==> src/sv/fcl_pkg.sv <==
`timescale 1ns / 1ps
// ----------------------------------------------------------------------------
// fcl_pkg: shared constants for the framed command LED ramp
// Packet framing byte and command codes.
// ----------------------------------------------------------------------------
package fcl_pkg;

	localparam logic [7:0] FRAME_SYNC = 8'd255;
	localparam logic [7:0] CMD_STOP   = 8'd4;
	localparam logic [7:0] CMD_FALL   = 8'd2;
	localparam logic [7:0] CMD_RISE   = 8'd1;

	// Largest period that still counts ticks; larger values act as one.
	localparam logic [7:0] MAX_PERIOD = 8'd127;

	// Item kind carried by the cmd field
	localparam logic KIND_BYTE = 1'b0;
	localparam logic KIND_TICK = 1'b1;

	localparam logic [7:0] RESET_PERIOD = 8'd10;
	localparam logic [7:0] DUTY_STEP    = 8'd2;

endpackage

==> src/sv/framed_command_led_ramp.sv <==
`timescale 1ns / 1ps
// ----------------------------------------------------------------------------
// framed_command_led_ramp: packet parser and sawtooth duty generator
// Parses 255/command/data packets and steps a PWM duty on tick items.
// ----------------------------------------------------------------------------
//  channel | direction | handshake           | payload
//  in      | input     | in_valid / in_ready | cmd, rx_byte
//  out     | output    | out_valid/out_ready | duty, packet_done
//
//  One result per item, passed from the input register into the result
//  register; one item a cycle sustained while out_ready stays high, as the
//  parser and ramp state update once for each beat that moves on.
//  Reset puts the parser in the wait-for-start state, period 10, duty 0,
//  rising, ramp running, tick count 0.
//  A stalled result holds the input register; in_ready drops only while
//  both the input register and the result register are full and stalled.
// ----------------------------------------------------------------------------
module framed_command_led_ramp #(
	parameter int FULL_DUTY = 100
) (
	input  logic       clk,
	input  logic       arst_n,
	input  logic       in_valid,
	output logic       in_ready,
	input  logic       cmd,
	input  logic [7:0] rx_byte,
	output logic       out_valid,
	input  logic       out_ready,
	output logic [6:0] duty,
	output logic       packet_done
);

	localparam logic [7:0] FULL = 8'(FULL_DUTY);

	typedef enum logic [1:0] {
		PH_WAIT    = 2'd0,
		PH_COMMAND = 2'd1,
		PH_DATA    = 2'd2
	} phase_t;

	// input register
	logic       valid_s1;
	logic       cmd_s1;
	logic [7:0] byte_s1;

	// state
	phase_t     phase_q;
	logic [7:0] held_cmd_q;
	logic [7:0] period_q;
	logic [7:0] duty_q;
	logic       falling_q;
	logic       running_q;
	logic [7:0] tick_q;

	// result register
	logic       out_valid_q;
	logic       done_q;

	logic       out_load;
	logic       advance;

	phase_t     phase_d;
	logic [7:0] held_cmd_d;
	logic [7:0] period_d;
	logic [7:0] duty_d;
	logic       falling_d;
	logic       running_d;
	logic [7:0] tick_d;
	logic       done_d;

	logic [7:0] eff_period;
	logic [7:0] tick_inc;
	logic [7:0] duty_base;

	assign out_load = !out_valid_q || out_ready;
	assign advance  = valid_s1 && out_load;
	assign in_ready = !valid_s1 || out_load;

	assign out_valid   = out_valid_q;
	assign duty        = duty_q[6:0];
	assign packet_done = done_q;

	always_comb begin
		phase_d    = phase_q;
		held_cmd_d = held_cmd_q;
		period_d   = period_q;
		duty_d     = duty_q;
		falling_d  = falling_q;
		running_d  = running_q;
		tick_d     = tick_q;
		done_d     = 1'b0;
		duty_base  = duty_q;

		eff_period = (period_q == 8'd0 || period_q > fcl_pkg::MAX_PERIOD) ? 8'd1 : period_q;
		tick_inc   = tick_q + 8'd1;

		if (cmd_s1 == fcl_pkg::KIND_TICK) begin
			tick_d = tick_inc;
			if (tick_inc >= eff_period) begin
				tick_d = 8'd0;
				if (running_q) begin
					if (falling_q) begin
						// wrap below the step back to full duty
						if (duty_q < fcl_pkg::DUTY_STEP)
							duty_base = FULL;
						duty_d = duty_base - fcl_pkg::DUTY_STEP;
					end else begin
						if (duty_q >= FULL)
							duty_base = 8'd0;
						duty_d = duty_base + fcl_pkg::DUTY_STEP;
					end
				end
			end
		end else if (byte_s1 == fcl_pkg::FRAME_SYNC) begin
			phase_d = PH_COMMAND;
		end else begin
			case (phase_q)
				PH_COMMAND: begin
					held_cmd_d = byte_s1;
					phase_d    = PH_DATA;
				end
				PH_DATA: begin
					done_d    = 1'b1;
					phase_d   = PH_WAIT;
					period_d  = byte_s1;
					running_d = 1'b1;
					if (held_cmd_q == fcl_pkg::CMD_STOP) begin
						running_d = 1'b0;
						duty_d    = 8'd0;
					end else if (held_cmd_q == fcl_pkg::CMD_FALL) begin
						falling_d = 1'b1;
						duty_d    = FULL;
					end else if (held_cmd_q == fcl_pkg::CMD_RISE) begin
						falling_d = 1'b0;
						duty_d    = 8'd0;
					end
				end
				default: begin
					// stray byte, or the unused phase: drop it
					phase_d = PH_WAIT;
				end
			endcase
		end
	end

	always_ff @(posedge clk or negedge arst_n) begin
		if (!arst_n) begin
			valid_s1    <= 1'b0;
			phase_q     <= PH_WAIT;
			held_cmd_q  <= 8'd0;
			period_q    <= fcl_pkg::RESET_PERIOD;
			duty_q      <= 8'd0;
			falling_q   <= 1'b0;
			running_q   <= 1'b1;
			tick_q      <= 8'd0;
			out_valid_q <= 1'b0;
			done_q      <= 1'b0;
		end else begin
			if (in_ready)
				valid_s1 <= in_valid;
			if (out_load)
				out_valid_q <= valid_s1;
			if (advance) begin
				phase_q    <= phase_d;
				held_cmd_q <= held_cmd_d;
				period_q   <= period_d;
				duty_q     <= duty_d;
				falling_q  <= falling_d;
				running_q  <= running_d;
				tick_q     <= tick_d;
				done_q     <= done_d;
			end
		end
	end

	// payload of the input register needs no reset
	always_ff @(posedge clk) begin
		if (in_ready && in_valid) begin
			cmd_s1  <= cmd;
			byte_s1 <= rx_byte;
		end
	end

`ifndef ASSERT_OFF
	// a finished packet leaves the parser waiting for the next start byte
	a_done_phase: assert property (@(posedge clk) disable iff (!arst_n)
		out_valid_q && done_q |-> phase_q == PH_WAIT)
		else $error("packet_done shown while parser is not waiting");

	// hold all state while the beat in the input register is stalled
	a_stall_hold: assert property (@(posedge clk) disable iff (!arst_n)
		!advance |=> $stable(duty_q) && $stable(tick_q) && $stable(phase_q))
		else $error("state changed without a beat");

	// the ramp never climbs more than one past full duty
	a_duty_range: assert property (@(posedge clk) disable iff (!arst_n)
		{1'b0, duty_q} <= ({1'b0, FULL} + 9'd1))
		else $error("duty out of range");
`endif

endmodule
==> config.mk <==
export PLATFORM = sky130hd
export DESIGN_NAME = framed_command_led_ramp
export DESIGN_NICKNAME = d
export VERILOG_FILES = /design/src/sv/fcl_pkg.sv /design/src/sv/framed_command_led_ramp.sv
export SDC_FILE = /design/constraint.sdc
export NUM_CORES = 1
export LEC_CHECK = 0
export BUFFER_PORTS_ARGS = -buffer_cell sky130_fd_sc_hd__buf_2
export CAP_MARGIN = 20
export CORE_MARGIN = 1.5
export CORE_UTILIZATION = 60
export CTS_CLUSTER_SIZE = 16
export DETAILED_ROUTE_END_ITERATION = 6
export GPL_TIMING_DRIVEN = 0
export PLACE_DENSITY = 0.84
export SLEW_MARGIN = 30
export SYNTH_ARGS = -nofsm -noshare
export SYNTH_HDL_FRONTEND = slang
export SYNTH_SLANG_ARGS = --single-unit
==> constraint.sdc <==
create_clock -name clk -period 2.95 [get_ports clk]
set_input_delay 0.4425 -clock clk [delete_from_list [all_inputs] [get_ports clk]]
set_output_delay 0.4425 -clock clk [all_outputs]
set_load 0.03 [all_outputs]
==> out/qor.yml <==
fin_nets: 312
fin_skew_ns: 0.0127
yosysWarnings: 0
hold_path.class: "input port to flip-flop"
drv_slew: 0
fmax_mhz: 359
startpoint: "tick_q[4]$_DFFE_PN0P_"
crit_path_max_fanout: 7
die_area_sq_um: 5080
final_cell_area_sq_um: 3150
crit_required_ns: 3.16
p_leak_nw: 1.46
fp.dieH_microns: 71.3
holdCritStartpoint: "rx_byte[2]"
final_common_cell: "dfrtp_1"
wl_microns: 5550
synth-edff-count: 9
period_minus_slack_ns: 2.78
critical-path-max-stage-delay_ns: 0.41
synthArstFlopShare: 0.809
worstMarginPinSlew_ns: 0.665
grtUsageTotal: 0.230
most-common-layout-cells: "dfrtp_1, buf_2, mux2_2, buf_4, o21ai_0"
start_util: 0.634
vdd_drop_max_v: 0.000491
antennaDiodeCount: 0
place_area_sq_um: 2970
r2r_cells: 11
arrival_ns: 2.99
critPathKind: "flip-flop to flip-flop"
cp-start-kind: "flip-flop"
final.setup.tns_ns: 0
pin_count: 23
status: "finished, final reports clean"
antenna_found_initial: 0
syn_area_sq_um: 2800
ys_types: 64
worstSkewPairLatency_ns: 0.31
syn_to_final_growth_pct: 12.5
root_buffer: "clkbuf_8"
end_kind: "flip-flop"
synth_top_area_share: 0.313
grt_pass1_vias: 1957
vias_per_cell: 6.09
cts_tree: "yes"
synth_nets: 276
fillerInstances: 330
cts_sinks: 47
port_buffers: 21
utilization: 0.713
cp_cell_sequence: "and3_1 -> nand3_1 -> nor2_1 -> xor2_1 -> ha_1 -> and2_1 -> a2111oi_2 -> o21ai_2 -> o21a_1 -> buf_6 -> mux2_4"
vias: 2078
synth_seq_area_share: 0.438
drc: 0
synth.area.top_cells: "dfrtp_1, edfxtp_1, mux2_2"
whs_ns: 0.299
setup_violations: 0
die_w_microns: 71.3
maxCapViolCount: 0
cts_max_path_buffers: 2
row_count: 24
power_density_nw_per_um2: 504
synthCells: 252
grt_pass1_wl_microns: 9150
slowest_stage: "dfrtp_1"
clkSlewWorstSetupHoldPaths_ns: 0.10
final_hold_viol_count: 0
multi_input_area_sq_um: 1450
routabilityCongestion: 0.865
area.sequential_sq_um: 1230
reg2reg_from: "tick_q[4]$_DFFE_PN0P_"
cts-buffers-inserted: 5
relSlewSlack: 0.553
wl_per_cell_microns: 16.3
yosys.area.top_type: "dfrtp_1"
drive_gt1_frac: 0.315
grt_max_degree: 39
ys_ff_latch: 47
first_pass_iters: 4
synth_flop_cell: "dfrtp_1"
synth_area_per_cell_sq_um: 11.1
ant_nets: 0
core_sq_um: 4410
crit_end: "duty_q[5]$_DFFE_PN0P_"
dpl.hpwl_microns: 3900
grt_overflow: 0
rr_endpoint: "duty_q[5]$_DFFE_PN0P_"
r2r_slack_ns: 0.17
drt_iter0_markers: 134
period_share: 0.943
h-tree-depth: 2
==> cells in the mapped netlist (all sizes together) (4+ instances only) <==
cell    instances
and2            5
and3            4
xnor2           4
buf            12
ha             11
inv             5
a32o            5
a21o            6
edfxtp          9
or2             4
nor4b           4
nand3           8
o21ai          16
dfrtp          35
nor2           12
nand2b         13
nand2          13
nand4           5
mux2           21
==> per-layer routing <==
layer | global-route usage | part of all wire
met5 | 0 | 0
met1 | 0.308 | 0.46
met4 | 0.0943 | 0.027
met3 | 0.0534 | 0.033
met2 | 0.362 | 0.48
==> power by group <==
| part | leakage (nW) | internal (mW) | switching, mW | total (mW) |
|---|---|---|---|---|
| clock network | 0.0467 | 0.176 | 0.247 | 0.423 |
| registers | 0.574 | 0.707 | 0.0465 | 0.754 |
| logic | 0.837 | 0.188 | 0.221 | 0.410 |
| total | 1.46 | 1.07 | 0.514 | 1.59 |
==> final cells by class <==
class,instances,area share
flip-flops and latches,47,0.390
inverters,5,0.00596
repair buffers,29,0.0572
plain buffers,15,0.0350
clock buffers,5,0.0219
multi-input cells,185,0.461
well taps,52,0.0207
clock inverters,3,0.00874
==> repair_timing <==
item,4_1_cts,5_1_grt
hold buffers,0,1
setup buffers,0,6
resized for setup,0,2
setup endpoints to repair,0,9
endpoints found under the hold margin,0,9
==> sequential cells by signal (all words and copies together), names as in the netlist <==
| register | count |
|---|---|
| phase_q | 2 |
| out_valid | 1 |
| running_q | 1 |
| duty_q | 7 |
| held_cmd_q | 8 |
| falling_q | 1 |
| period_q | 8 |
| byte_s1 | 8 |
| packet_done | 1 |
| cmd_s1 | 1 |
| tick_q | 8 |
| valid_s1 | 1 |
==> how the worst min path moves through the flow <==
stage	endpoint	slack [ns]	cells after the start
4_1_cts	duty_q[2]$_DFFE_PN0P_	0.26	1
3_3_place_gp	packet_done$_DFFE_PN0P_	0.46	1
3_5_place_dp	packet_done$_DFFE_PN0P_	0.47	1
5_1_grt	byte_s1[1]$_DFFE_PP_	0.28	1
2_1_floorplan	duty_q[1]$_DFFE_PN0P_	0.15	0
6_report	byte_s1[2]$_DFFE_PP_	0.30	1
==> critical path: cells and delay by family (launching register included) <==
kind / cells / cell delay, ns
flops: 1 / 0.41
compound gates: 3 / 0.63
mux: 1 / 0.29
simple gates: 4 / 0.63
fa+ha+maj: 1 / 0.33
buf+inv: 1 / 0.14
xor+xnor: 1 / 0.23
==> per-stage QoR <==
stage / setup WS (ns) / power [mW] / std cells
floorplan: 0.421 / 1.03 / 252
global placement: 0.130 / 1.12 / 325
detailed placement: 0.0279 / 1.14 / 325
CTS: 0.00828 / 1.56 / 333
global route: -0.0154 / 1.67 / 341
finish: 0.167 / 1.59 / 341
==> logic make-up (layout without fill, tap and decap cells) <==
| family | count (synthesis) | in the layout | share of synthesized area |
|---|---|---|---|
| simple gates | 88 | 88 | 0.201 |
| compound gates | 54 | 54 | 0.144 |
| flops | 47 | 47 | 0.438 |
| mux | 23 | 23 | 0.0970 |
| buf+inv | 20 | 57 | 0.0461 |
| fa+ha+maj | 11 | 11 | 0.0492 |
| xor+xnor | 7 | 7 | 0.0219 |
| other cells | 2 | 2 | 0.00268 |
Power figures use the tool's default switching activity.
